[config.mk]
export PLATFORM = sky130hd
export DESIGN_NAME = expression_char_tokenizer_flat
export DESIGN_NICKNAME = d
export VERILOG_FILES = /design/src/ect_pkg.sv /design/src/ect_chan_if.sv /design/src/ect_lex.sv /design/src/expression_char_tokenizer.sv /design/src/flat_wrapper.sv
export SDC_FILE = /design/constraint.sdc
export NUM_CORES = 1
export LEC_CHECK = 0
export BUFFER_PORTS_ARGS = -buffer_cell sky130_fd_sc_hd__buf_2
export CELL_PAD_IN_SITES_DETAIL_PLACEMENT = 1
export CELL_PAD_IN_SITES_GLOBAL_PLACEMENT = 1
export CORE_MARGIN = 5
export CORE_UTILIZATION = 55
export CTS_BUF_LIST = sky130_fd_sc_hd__clkbuf_8
export DETAILED_ROUTE_END_ITERATION = 7
export PLACE_DENSITY_LB_ADDON = 0.1
export SLEW_MARGIN = 40
export SYNTH_ARGS = -nofsm -noshare
export SYNTH_HDL_FRONTEND = slang
export SYNTH_SLANG_ARGS = --single-unit
[constraint.sdc]
create_clock -name clk -period 17.2 [get_ports clk]
set_clock_uncertainty 0.15 [all_clocks]
set_input_delay 2.58 -clock clk [delete_from_list [all_inputs] [get_ports clk]]
set_output_delay 2.58 -clock clk [all_outputs]
set_load 0.02 [all_outputs]
[src/ect_pkg.sv]
package ect_pkg;

  localparam int NameMax    = 32;
  localparam int MaxResults = 5;

  typedef logic [2:0] res_cnt_t;

  typedef enum logic [3:0] {
    M_IDLE, M_DEC, M_HEX, M_BIN, M_STR, M_EQ, M_BANG, M_LT, M_GT, M_AT, M_VAR
  } lex_mode_t;

  typedef enum logic [4:0] {
    K_END = 5'd0, K_CONST = 5'd1, K_PLUS = 5'd2, K_MINUS = 5'd3, K_MUL = 5'd4,
    K_DIV = 5'd5, K_LPAR = 5'd6, K_RPAR = 5'd7, K_AND = 5'd8, K_OR = 5'd9,
    K_XOR = 5'd10, K_MOD = 5'd11, K_NOT = 5'd12, K_LT = 5'd13, K_LE = 5'd14,
    K_SHL = 5'd15, K_GT = 5'd16, K_GE = 5'd17, K_SHR = 5'd18, K_EQ = 5'd19,
    K_NE = 5'd20, K_AT = 5'd21, K_VCHAR = 5'd22, K_VEND = 5'd23, K_ERR = 5'd24
  } kind_t;

  typedef enum logic [2:0] {
    S_OK = 3'd0, S_MISSING = 3'd1, S_SYNTAX = 3'd2, S_BADVAR = 3'd3, S_PARENS = 3'd4
  } status_t;

  typedef enum logic [1:0] {
    SZ_BYTE = 2'd0, SZ_WORD = 2'd1, SZ_LONG = 2'd2
  } size_t_t;

  typedef struct packed {
    lex_mode_t   mode;
    logic [31:0] acc;
    logic [15:0] bal;
    logic [5:0]  nlen;
    logic [3:0]  atsz;
    logic        drop;
  } lex_state_t;

  localparam lex_state_t LexClear = '{mode: M_IDLE, acc: 32'd0, bal: 16'd0,
                                      nlen: 6'd0, atsz: 4'd2, drop: 1'b0};

  typedef struct packed {
    kind_t       kind;
    logic [31:0] value;
    size_t_t     size_class;
    status_t     status;
    logic        expr_done;
    logic        last_of_run;
  } tok_t;

  typedef struct packed {
    tok_t [MaxResults-1:0] items;
    res_cnt_t              n;
  } tok_list_t;

endpackage

[src/ect_chan_if.sv]
interface ect_in_if import ect_pkg::*; ();
  logic       valid;
  logic       ready;
  logic [7:0] ch;
  logic       end_of_text;
  modport source (output valid, ch, end_of_text, input ready);
  modport sink (input valid, ch, end_of_text, output ready);
endinterface

interface ect_out_if import ect_pkg::*; ();
  logic        valid;
  logic        ready;
  logic [4:0]  kind;
  logic [31:0] value;
  logic [1:0]  size_class;
  logic [2:0]  status;
  logic        expr_done;
  logic        last_of_run;
  modport source (output valid, kind, value, size_class, status, expr_done, last_of_run,
                  input ready);
  modport sink (input valid, kind, value, size_class, status, expr_done, last_of_run,
                output ready);
endinterface

interface ect_cfg_if import ect_pkg::*; ();
  logic valid;
  logic ready;
  logic crlf_as_space;
  modport source (output valid, crlf_as_space, input ready);
  modport sink (input valid, crlf_as_space, output ready);
endinterface

[src/ect_lex.sv]
module ect_lex import ect_pkg::*; (
  input  lex_state_t st_i,
  input  logic [7:0] ch_i,
  input  logic       eot_i,
  input  logic       crlf_i,
  output lex_state_t st_o,
  output tok_list_t  list_o
);

  function automatic tok_t mk(kind_t k, logic [31:0] v, size_t_t sz, status_t s, logic d);
    tok_t t;
    t.kind = k; t.value = v; t.size_class = sz; t.status = s;
    t.expr_done = d; t.last_of_run = 1'b0;
    return t;
  endfunction

  function automatic tok_list_t push(tok_list_t l, tok_t t);
    tok_list_t r;
    r = l;
    if (l.n < res_cnt_t'(MaxResults)) begin
      r.items[l.n] = t;
      r.n = l.n + 3'd1;
    end
    return r;
  endfunction

  function automatic tok_t const_tok(logic [31:0] a);
    size_t_t sz;
    if (a <= 32'hff) sz = SZ_BYTE;
    else if (a <= 32'hffff) sz = SZ_WORD;
    else sz = SZ_LONG;
    return mk(K_CONST, a, sz, S_OK, 1'b0);
  endfunction

  logic       is_dig, is_alpha, is_start, is_hex;
  logic [3:0] hex_v;
  logic [31:0] vchar;

  always_comb begin
    is_dig   = ch_i inside {["0":"9"]};
    is_alpha = ch_i inside {["a":"z"], ["A":"Z"]};
    is_start = is_alpha || ch_i == 8'h7f || ch_i == "_" || ch_i == ".";
    is_hex   = is_dig || ch_i inside {["a":"f"], ["A":"F"]};
    hex_v    = is_dig ? ch_i[3:0] : ch_i[3:0] + 4'd9;
    vchar    = (ch_i == ".") ? 32'h7f : {24'd0, ch_i};
  end

  lex_state_t s;
  tok_list_t  l;
  logic       do_idle;

  always_comb begin
    s = st_i;
    l = '0;
    do_idle = 1'b0;
    if (st_i.drop) begin
      if (eot_i) s = LexClear;
    end else begin
      case (st_i.mode)
        M_DEC: begin
          if (is_dig) s.acc = (st_i.acc << 3) + (st_i.acc << 1) + {28'd0, ch_i[3:0]};
          else begin
            l = push(l, const_tok(st_i.acc)); s.acc = '0; do_idle = 1'b1;
          end
        end
        M_HEX: begin
          if (is_hex) s.acc = {st_i.acc[27:0], hex_v};
          else if (ch_i != "_") begin
            l = push(l, const_tok(st_i.acc)); s.acc = '0; do_idle = 1'b1;
          end
        end
        M_BIN: begin
          if (ch_i == "0" || ch_i == "1") s.acc = {st_i.acc[30:0], ch_i[0]};
          else if (ch_i != "_") begin
            l = push(l, const_tok(st_i.acc)); s.acc = '0; do_idle = 1'b1;
          end
        end
        M_STR: begin
          if (ch_i == "'") begin
            l = push(l, const_tok(st_i.acc)); s.acc = '0; s.mode = M_IDLE;
          end else if (ch_i == 8'd0) begin
            l = push(l, mk(K_ERR, '0, SZ_BYTE, S_SYNTAX, 1'b1));
            s.drop = 1'b1; s.mode = M_IDLE;
          end else s.acc = {st_i.acc[23:0], ch_i};
        end
        M_EQ, M_BANG: begin
          if (ch_i == "=") begin
            l = push(l, mk((st_i.mode == M_EQ) ? K_EQ : K_NE, '0, SZ_BYTE, S_OK, 1'b0));
            s.mode = M_IDLE;
          end else begin
            l = push(l, mk(K_ERR, '0, SZ_BYTE, S_MISSING, 1'b1));
            s.drop = 1'b1; s.mode = M_IDLE;
          end
        end
        M_LT: begin
          s.mode = M_IDLE;
          if (ch_i == "<") l = push(l, mk(K_SHL, '0, SZ_BYTE, S_OK, 1'b0));
          else if (ch_i == "=") l = push(l, mk(K_LE, '0, SZ_BYTE, S_OK, 1'b0));
          else begin
            l = push(l, mk(K_LT, '0, SZ_BYTE, S_OK, 1'b0)); do_idle = 1'b1;
          end
        end
        M_GT: begin
          s.mode = M_IDLE;
          if (ch_i == ">") l = push(l, mk(K_SHR, '0, SZ_BYTE, S_OK, 1'b0));
          else if (ch_i == "=") l = push(l, mk(K_GE, '0, SZ_BYTE, S_OK, 1'b0));
          else begin
            l = push(l, mk(K_GT, '0, SZ_BYTE, S_OK, 1'b0)); do_idle = 1'b1;
          end
        end
        M_AT: begin
          if (ch_i == "(") begin
            l = push(l, mk(K_AT, {28'd0, st_i.atsz}, SZ_BYTE, S_OK, 1'b0));
            s.bal = st_i.bal + 16'd1; s.mode = M_IDLE;
          end else if (is_dig) s.atsz = ch_i[3:0];
        end
        M_VAR: begin
          if ((is_start || is_dig) && st_i.nlen < 6'(NameMax)) begin
            l = push(l, mk(K_VCHAR, vchar, SZ_BYTE, S_OK, 1'b0));
            s.nlen = st_i.nlen + 6'd1;
          end else begin
            l = push(l, mk(K_VEND, '0, SZ_BYTE, S_OK, 1'b0));
            s.nlen = '0; do_idle = 1'b1;
          end
        end
        default: do_idle = 1'b1;
      endcase

      if (do_idle) begin
        s.mode = M_IDLE;
        case (ch_i)
          " ", 8'h09: ;
          8'h0a, 8'h0d: if (!crlf_i) l = push(l, mk(K_END, '0, SZ_BYTE, S_OK, 1'b0));
          8'h00: l = push(l, mk(K_END, '0, SZ_BYTE, S_OK, 1'b0));
          "'": begin s.acc = '0; s.mode = M_STR; end
          "$": begin s.acc = '0; s.mode = M_HEX; end
          "%": begin s.acc = '0; s.mode = M_BIN; end
          "=": s.mode = M_EQ;
          "!": s.mode = M_BANG;
          "<": s.mode = M_LT;
          ">": s.mode = M_GT;
          "+": l = push(l, mk(K_PLUS, '0, SZ_BYTE, S_OK, 1'b0));
          "-": l = push(l, mk(K_MINUS, '0, SZ_BYTE, S_OK, 1'b0));
          "*": l = push(l, mk(K_MUL, '0, SZ_BYTE, S_OK, 1'b0));
          "/": l = push(l, mk(K_DIV, '0, SZ_BYTE, S_OK, 1'b0));
          "(": begin
            l = push(l, mk(K_LPAR, '0, SZ_BYTE, S_OK, 1'b0)); s.bal = s.bal + 16'd1;
          end
          ")": begin
            l = push(l, mk(K_RPAR, '0, SZ_BYTE, S_OK, 1'b0)); s.bal = s.bal - 16'd1;
          end
          "&": l = push(l, mk(K_AND, '0, SZ_BYTE, S_OK, 1'b0));
          "|": l = push(l, mk(K_OR, '0, SZ_BYTE, S_OK, 1'b0));
          "^": l = push(l, mk(K_XOR, '0, SZ_BYTE, S_OK, 1'b0));
          "\\": l = push(l, mk(K_MOD, '0, SZ_BYTE, S_OK, 1'b0));
          "~": l = push(l, mk(K_NOT, '0, SZ_BYTE, S_OK, 1'b0));
          "@": begin s.atsz = 4'd2; s.mode = M_AT; end
          default: begin
            if (is_dig) begin
              s.acc = {28'd0, ch_i[3:0]}; s.mode = M_DEC;
            end else if (is_start) begin
              l = push(l, mk(K_VCHAR, vchar, SZ_BYTE, S_OK, 1'b0));
              s.nlen = 6'd1; s.mode = M_VAR;
            end else begin
              l = push(l, mk(K_ERR, '0, SZ_BYTE, S_BADVAR, 1'b1));
              s.drop = 1'b1;
            end
          end
        endcase
      end

      if (eot_i) begin
        // close whatever token is still pending
        if (!s.drop) begin
          case (s.mode)
            M_DEC, M_HEX, M_BIN: l = push(l, const_tok(s.acc));
            M_STR, M_AT: begin
              l = push(l, mk(K_ERR, '0, SZ_BYTE, S_SYNTAX, 1'b1)); s.drop = 1'b1;
            end
            M_EQ, M_BANG: begin
              l = push(l, mk(K_ERR, '0, SZ_BYTE, S_MISSING, 1'b1)); s.drop = 1'b1;
            end
            M_LT: l = push(l, mk(K_LT, '0, SZ_BYTE, S_OK, 1'b0));
            M_GT: l = push(l, mk(K_GT, '0, SZ_BYTE, S_OK, 1'b0));
            M_VAR: l = push(l, mk(K_VEND, '0, SZ_BYTE, S_OK, 1'b0));
            default: ;
          endcase
        end
        if (!s.drop) begin
          l = push(l, mk(K_END, '0, SZ_BYTE, S_OK, 1'b0));
          if (s.bal != 16'd0) l = push(l, mk(K_ERR, '0, SZ_BYTE, S_PARENS, 1'b1));
          else if (l.n != 3'd0) l.items[l.n - 3'd1].expr_done = 1'b1;
        end
        s = LexClear;
      end
    end
    if (l.n != 3'd0) l.items[l.n - 3'd1].last_of_run = 1'b1;
  end

  assign st_o   = s;
  assign list_o = l;

endmodule

[src/expression_char_tokenizer.sv]
// expression character tokenizer
//
// in_chan  : one character per request (ch, end_of_text), valid/ready
// out_chan : tokens (kind, value, size_class, status, expr_done, last_of_run)
// cfg_chan : crlf_as_space, always ready; write it only while the block is idle
//
// a character is lexed in the cycle it is accepted and all the tokens it
// causes (none to five) land in a small result buffer; the first token is
// shown on out_chan in the next cycle
// throughput: one character per cycle while each character yields at most
// one token and out_chan is ready; a character yielding several tokens holds
// the input as the buffer drains them, one per cycle while out_chan is ready, to the single output port
// a character yielding no token is taken and leaves the output untouched
// when the receiver stalls the buffer holds and in_chan.ready drops until
// the last buffered token is being taken
// reset clears the lexer state, the buffer pointers and crlf_as_space
module expression_char_tokenizer import ect_pkg::*; (
  input  logic clk,
  input  logic rst_n,
  ect_in_if.sink    in_chan,
  ect_out_if.source out_chan,
  ect_cfg_if.sink   cfg_chan
);

  // lexer state and config
  lex_state_t st_r, st_nxt;
  logic       crlf_r;

  // token buffer: head_r walks up to cnt_r
  tok_t [MaxResults-1:0] items_r;
  res_cnt_t              cnt_r, head_r;
  tok_list_t             list_nxt;

  logic in_fire, out_fire, buf_busy;
  tok_t cur;

  ect_lex u_lex (
    .st_i   (st_r),
    .ch_i   (in_chan.ch),
    .eot_i  (in_chan.end_of_text),
    .crlf_i (crlf_r),
    .st_o   (st_nxt),
    .list_o (list_nxt)
  );

  assign buf_busy = head_r != cnt_r;
  assign out_fire = buf_busy && out_chan.ready;
  // take a new character once the last buffered token leaves
  assign in_chan.ready = !buf_busy || (out_fire && (head_r + 3'd1 == cnt_r));
  assign in_fire = in_chan.valid && in_chan.ready;

  assign cfg_chan.ready = 1'b1;

  always_ff @(posedge clk) begin
    if (!rst_n) begin
      crlf_r <= 1'b0;
    end else if (cfg_chan.valid) begin
      crlf_r <= cfg_chan.crlf_as_space;
    end
  end

  always_ff @(posedge clk) begin
    if (!rst_n) begin
      st_r   <= LexClear;
      cnt_r  <= '0;
      head_r <= '0;
    end else if (in_fire) begin
      st_r   <= st_nxt;
      cnt_r  <= list_nxt.n;
      head_r <= '0;
    end else if (out_fire) begin
      head_r <= head_r + 3'd1;
    end
  end

  // token payload needs no reset
  always_ff @(posedge clk) begin
    if (in_fire) begin
      items_r <= list_nxt.items;
    end
  end

  assign cur = items_r[head_r];

  assign out_chan.valid       = buf_busy;
  assign out_chan.kind        = cur.kind;
  assign out_chan.value       = cur.value;
  assign out_chan.size_class  = cur.size_class;
  assign out_chan.status      = cur.status;
  assign out_chan.expr_done   = cur.expr_done;
  assign out_chan.last_of_run = cur.last_of_run;

endmodule

[src/flat_wrapper.sv]
// flat-port wrapper written by rule: the top's interface ports become plain ports
module expression_char_tokenizer_flat import ect_pkg::*;
  (clk, rst_n, in_chan_valid, in_chan_ch, in_chan_end_of_text, in_chan_ready, out_chan_valid, out_chan_kind, out_chan_value, out_chan_size_class, out_chan_status, out_chan_expr_done, out_chan_last_of_run, out_chan_ready, cfg_chan_valid, cfg_chan_crlf_as_space, cfg_chan_ready);
  ect_in_if in_chan_i ();
  ect_out_if out_chan_i ();
  ect_cfg_if cfg_chan_i ();
  input  logic clk;
  input  logic rst_n;
  input wire logic [$bits(in_chan_i.valid)-1:0] in_chan_valid;
  input wire logic [$bits(in_chan_i.ch)-1:0] in_chan_ch;
  input wire logic [$bits(in_chan_i.end_of_text)-1:0] in_chan_end_of_text;
  output wire logic [$bits(in_chan_i.ready)-1:0] in_chan_ready;
  output wire logic [$bits(out_chan_i.valid)-1:0] out_chan_valid;
  output wire logic [$bits(out_chan_i.kind)-1:0] out_chan_kind;
  output wire logic [$bits(out_chan_i.value)-1:0] out_chan_value;
  output wire logic [$bits(out_chan_i.size_class)-1:0] out_chan_size_class;
  output wire logic [$bits(out_chan_i.status)-1:0] out_chan_status;
  output wire logic [$bits(out_chan_i.expr_done)-1:0] out_chan_expr_done;
  output wire logic [$bits(out_chan_i.last_of_run)-1:0] out_chan_last_of_run;
  input wire logic [$bits(out_chan_i.ready)-1:0] out_chan_ready;
  input wire logic [$bits(cfg_chan_i.valid)-1:0] cfg_chan_valid;
  input wire logic [$bits(cfg_chan_i.crlf_as_space)-1:0] cfg_chan_crlf_as_space;
  output wire logic [$bits(cfg_chan_i.ready)-1:0] cfg_chan_ready;
  assign in_chan_i.valid = in_chan_valid;
  assign in_chan_i.ch = in_chan_ch;
  assign in_chan_i.end_of_text = in_chan_end_of_text;
  assign in_chan_ready = in_chan_i.ready;
  assign out_chan_valid = out_chan_i.valid;
  assign out_chan_kind = out_chan_i.kind;
  assign out_chan_value = out_chan_i.value;
  assign out_chan_size_class = out_chan_i.size_class;
  assign out_chan_status = out_chan_i.status;
  assign out_chan_expr_done = out_chan_i.expr_done;
  assign out_chan_last_of_run = out_chan_i.last_of_run;
  assign out_chan_i.ready = out_chan_ready;
  assign cfg_chan_i.valid = cfg_chan_valid;
  assign cfg_chan_i.crlf_as_space = cfg_chan_crlf_as_space;
  assign cfg_chan_ready = cfg_chan_i.ready;
  expression_char_tokenizer u_core (.clk(clk), .rst_n(rst_n), .in_chan(in_chan_i), .out_chan(out_chan_i), .cfg_chan(cfg_chan_i));
endmodule
### Yosys cells after proc, flatten, opt, wreduce, memory -nomap -nowiden

Cells that the tools add are included.

| storage, ports and cells | value |
|---|---|
| memory bits (writable) | 0 |
| memories kept | 0 |
| register bits after elaboration | 290 |
| input bits | 15 |
| bits in latches | 0 |
| ROM bits | 0 |

| operators by class | value |
|---|---|
| div/mod/pow operators | 0 |
| equality and inequality tests | 52 |
| add/sub/neg operators | 14 |
| $mul | 0 |
| multiplexer cells | 139 |
| bitwise operators | 59 |
| magnitude comparators | 30 |
| reductions and logical operators | 44 |
| shift-type cells | 0 |

Operators by type and width:

| operator | number |
|---|---|
| 223-bit 2-to-1 mux | 38 |
| 223-bit one-hot mux with 14 select lines | 1 |
| 223-bit one-hot mux with 9 select lines | 1 |
| 223-bit one-hot mux with 6 select lines | 1 |
| 210-bit bitwise AND | 6 |
| 210-bit NOT | 6 |
| 220-bit bitwise mux | 4 |
| 215-bit bitwise AND | 4 |
| 215-bit NOT | 4 |
| 200-bit bitwise AND | 4 |
| 200-bit NOT | 4 |
| 44-bit demux with 3-bit select | 6 |
| 220-bit 2-to-1 mux | 3 |
| 205-bit bitwise AND | 3 |
| 205-bit NOT | 3 |
| 220-bit bitwise AND | 2 |
| 220-bit NOT | 2 |
| 44-bit 2-to-1 mux | 8 |
| 63-bit 2-to-1 mux | 5 |
| 43-bit 2-to-1 mux | 5 |
| 195-bit bitwise AND | 1 |
| 195-bit NOT | 1 |
| 32-bit 2-to-1 mux | 6 |
| 8-bit by 6-bit == test with 1-bit output (second input constant) | 18 |
| 67 further kinds | 202 |

### Depth between registers and ports, before layout

| depth | value |
|---|---|
| depth in word-level cells | 62 |
| mapped depth | 30 |
| depth with buffers taken out | 28 |

### Cells and area by module

A second synthesis with hierarchy kept.

| second synthesis, totals | value |
|---|---|
| cells, all modules | 2513 |
| area, all modules | 22367.7 um^2 |

Modules (own cells, without submodules):

| module | area an instance (um^2) | times used | cells each |
|---|---|---|---|
| expression_char_tokenizer | 11328.4 | 1 | 734 |
| ect_lex | 11039.3 | 1 | 1779 |

### Least setup slack after synthesis

No wires, ideal clock.

| timing | value |
|---|---|
| path kind | input port to flip-flop |
| start point | input in_chan_ch[1] |
| end point | register u_core.items_r[176] (netlist bit), data pin |
| stages | 29 |
| data arrival time | 8.711 ns |
| path slack | 8.193 ns |
| data required time | 16.904 ns |
| cell sequence | inv_1 ha_1 clkbuf_1 o21bai_1 a21o_1 clkinv_1 nor2_1 a311o_1 clkbuf_1 nor2_1 inv_2 ha_1 and2_1 a2111oi_1 o31ai_1 a22oi_2 inv_2 ha_1 or4_1 buf_2 nand2_1 inv_2 ha_1 o2111a_1 a211oi_1 a211o_1 ha_1 or3_1 a21oi_1 |

| between the ends | value |
|---|---|
| word-level cells in the longest chain between the ends | 38 |
| elaborated cells between the ends (all ways) | 241 |
| those cells by class | add/sub (8); order compare (22); eq/ne (39); mux (101); bitwise (40); reduce/logical (31) |

Ends and longest elaborated chain:

| element | RTL line | text |
|---|---|---|
| start: declaration | flat_wrapper.sv:10 | `input wire logic [$bits(in_chan_i.ch)-1:0] in_chan_ch;` |
| 8-bit by 7-bit >= comparator with 1-bit output / 8-bit by 7-bit less-or-equal comparator with 1-bit output (equally long branches) | ect_lex.sv:41, ect_lex.sv:43 |  |
| 1-bit logical AND | ect_lex.sv:43 | `is_hex = is_dig \|\| ch_i inside {["a":"f"], ["A":"F"]};` |
| 2-bit nonzero test | ect_lex.sv:43 |  |
| 1-bit logical OR | ect_lex.sv:43 |  |
| 43-bit 2-to-1 mux | ect_lex.sv:67 | `if (is_hex) s.acc = {st_i.acc[27:0], hex_v};` |
| 223-bit one-hot mux with 9 select lines | ect_lex.sv:59 | `case (st_i.mode)` |
| 223-bit 2-to-1 mux | ect_lex.sv:56 | `if (st_i.drop) begin` |
| 3-bit by 1-bit adder with 3-bit output, or another cell as far along | ect_lex.sv:22 | `r.n = l.n + 3'd1;` |
| (+22 left out) | - |  |
| 223-bit 2-to-1 mux * | ect_lex.sv:56 |  |
| 3-bit by 1-bit subtractor with 3-bit output, or another cell as far along | ect_lex.sv:197 | `if (l.n != 3'd0) l.items[l.n - 3'd1].last_of_run = 1'b1;` |
| 3-bit by 4-bit < comparator with 1-bit output (not written as such), or another cell as far along | ect_lex.sv:197 |  |
| 1-bit logical AND (not written as such) / 223-bit 2-to-1 mux (equally long branches) | ect_lex.sv:197, ect_lex.sv:189 |  |
| 1-bit 2-to-1 mux (not written as such) / 223-bit 2-to-1 mux (equally long branches) | ect_lex.sv:197, ect_lex.sv:172 |  |
| 44-bit demux with 3-bit select / 223-bit 2-to-1 mux (equally long branches) | ect_lex.sv:197, ect_lex.sv:56 |  |
| 220-bit bitwise mux | ect_lex.sv:197 |  |
| 220-bit 2-to-1 mux * | ect_lex.sv:197 |  |
| end signal: assignment | expression_char_tokenizer.sv:79 | `items_r <= list_nxt.items;` |
| end: declaration | expression_char_tokenizer.sv:30 | `tok_t [MaxResults-1:0] items_r;` |

Mark *: on every way between the ends. The rest lies on a longest branch, timed or not. The select of a mux whose other input is x is not followed.
A chain may end at the register's enable or synchronous reset.

### Worst setup path in the final report

| timing | value |
|---|---|
| start point | input in_chan_ch[1] |
| end point | register u_core.items_r[44] (netlist bit), data pin |

The elaborated chain is that of the path after synthesis.

==> out/metrics.cfg <==
[clock_network]
clock_sinks = 249
cts_tree = done
cts.path.max_buffers = 3
htreeDepth = 2
numCtsBuffers = 44
root_buffer = clkbuf_8
hold_buffers = 0
cts_resized = 0
clk_latency_ns = 0.63
cts_setup_buffers = 0
clkSlewWorstSetupHoldPaths_ns = 0.06

[die]
io_pins = 62
rows = 68
die_w_um = 197
dieArea_um2 = 38600
die_h_um = 197
core_area_um2 = 34500
initial_core_util_pct = 55.6

[cells_and_area]
drive_gt1_share_pct = 12.6
nNetsFinal = 2241
fill_cells = 3966
syn_to_final_growth_pct = 7.97
diodes = 0
seq_area_um2 = 6790
multi_input_area_um2 = 11700

[worst_setup_path]
reg2reg_depth = 25
crit_type = primary input to flip-flop
cp.required_ns = 17.47
crit_path_frequent_cell = ha_1
cp_max_fo = 17
endpoint_kind = flip-flop
cp_data_arrival_time_ns = 11.11
start_kind = primary input
critPathSlowestCell = or4_1
max_stage_delay_ns = 0.66
rrSetupSlack_ns = 8.89
r2r_start = u_core.st_r[59]
timing.critical_path.from = in_chan_ch[1]
rr_endpoint = u_core.items_r[44]

[synthesis]
synth_top_area_share_pct = 28.1
async_flop_share_pct = 0
netlist_top_cells_count = nor2_1 (235), nand2_1 (186), edfxtp_1 (179), o21ai_0 (135), a21oi_1 (108)
synth_edf_count = 179
synth.avg_cell_area_um2 = 8.95
yosysMostFrequentCell = nor2_1
yosysTopAreaCell = edfxtp_1
yosysWarnings = 0
synthTopCellsByArea = edfxtp_1 (28%), dfxtp_1 (7.3%), ha_1 (6.0%)
synth-seq-cells = 249
synth_cell_types = 99
syn_inst = 2140
ys.flop_type = edfxtp_1
synth_seq_area_share_pct = 35.4
synth_area_um2 = 19100
synth_nets = 2250

[sta]
max_clock_freq_mhz = 92.2
slew_headroom_pct = 39.2
final_max_slew_viol_count = 0
setup-tns-final_ns = 0
worst-slew-pin-transition_ns = 0.899
setup_viol_count_final = 0
hold_viol = 0
min_period_over_period_pct = 63.0
rsz0062_at_grt = false
min_period_ns = 10.84

[placed_design]
globalplace.congestion = 0.945
port_buffers = 60
hpwl_mm = 51.1

[outcome]
status = complete, no violations

[worst_hold_path]
hold_end = u_core.st_r[25]
hp-start = u_core.st_r[25]
hold_path.class = flip-flop to flip-flop
min_path_cells = 2

[global_route]
track_usage_pct = 35.8
antenna_found_initial = 0
grt-ovfl-total = 0
grt_pass1_vias = 18400
grt_max_degree = 92
grt_pass1_wl_mm = 110

[power]
power_density_nw_per_um2 = 122
total_power_uw = 2520
vdd_drop_max_mv = 0.145
p_leak_uw = 0.00775

[detailed_routing]
wl_per_cell_um = 27.0
ant_nets = 0
drc = 0
first_pass_iters = 6
vias = 18500
wl_mm = 70.8
viasPerCell = 7.07
drtIter0Drc = 2496

[job]
max-cap-violations = 0

worst max-delay path: cells and delay by family:
family          cells  cell delay [ns]
compound gates     11             3.76
fa+ha+maj           5             1.61
buf+inv             6             1.42
simple gates        6             1.71
worst max-delay path by stage:
stage | cells after the start | endpoint | slack [ns]
final | 28 | u_core.items_r[44] | 6.36
after global placement | 25 | u_core.items_r[93] | 6.31
after floorplan | 29 | u_core.items_r[176] | 8.19
after detailed placement | 25 | u_core.items_r[96] | 6.00
after global routing | 28 | u_core.items_r[44] | 5.93
after CTS | 25 | u_core.items_r[54] | 6.59
cells in the final DEF, fill, tap and decap left out, types with 19 or more instances in the layout:
cell,count
nor2_1,233
nand2_1,186
edfxtp_1,179
o21ai_0,134
a21oi_1,108
ha_1,92
nor2b_1,79
nand3_1,68
dfxtp_1,67
buf_2,61
inv_1,60
nor3_1,47
clkbuf_8,47
mux4_2,44
and2_1,42
a21o_1,41
xnor2_1,37
buf_4,29
or3_1,26
a31oi_1,26
o211ai_1,23
a22oi_1,23
nand4_1,22
nor4_1,21
o21a_1,21
o22ai_1,19
a221oi_1,19
area by class of cell:
cell class / count / area share [%]
Inverter: 54 / 1.00
Clock inverter: 35 / 1.20
Multi-Input combinational cell: 1689 / 56.4
Timing Repair Buffer: 93 / 2.74
Tap cell: 455 / 2.75
Sequential cell: 249 / 32.8
Clock buffer: 47 / 3.13
state kept, by name, indices dropped and copies added, names as in the netlist:
| name | flops |
|---|---|
| u_core.cnt_r | 3 |
| u_core.crlf_r | 1 |
| u_core.st_r | 63 |
| u_core.head_r | 3 |
| u_core.items_r | 179 |
power breakdown:
part / total [uW] / switching (uW) / leakage, uW / internal, uW
registers: 969 / 95.4 / 0.00235 / 874
logic: 974 / 654 / 0.00489 / 320
clock network: 577 / 275 / 0.000506 / 302
total: 2520 / 1020 / 0.00775 / 1500
layer usage:
metal / vias to the layer above / GRT usage (%) / part of all wire (%)
li1: 8126 / - / -
met1: 9185 / 51.5 / 43
met2: 1058 / 54.8 / 44
met3: 162 / 8.74 / 10
met4: 0 / 9.04 / 2.7
met5: - / 0 / 0
metrics by stage:
stage          util, %  hold slack (ns)  cells  setup slack, ns  instance area [um2]
3_5_place_dp      57.2            0.356   2539             6.00                19700
4_1_cts           59.8            0.363   2621             6.59                20600
3_3_place_gp      57.1            0.335   2538             6.31                19700
5_1_grt           60.0            0.390   2622             5.93                20700
2_1_floorplan        -            0.306   2140             8.19                19100
6_report          60.0            0.360   2622             6.36                20700
kinds of logic (layout without fill, tap and decap cells):
kind of cell | after synthesis | after routing | synth area share [%]
AO/OA/AOI/OAI | 619 | 619 | 22.4
other | 1 | 1 | 0.0196
multiplexers | 66 | 66 | 6.38
XOR/XNOR | 55 | 55 | 2.52
adder cells (fa/ha/maj) | 95 | 95 | 6.33
AND/OR/NAND/NOR | 853 | 853 | 22.6
flip-flops | 249 | 249 | 35.4
buffers and inverters | 202 | 229 | 4.31
Power figures use the tool's default switching activity.
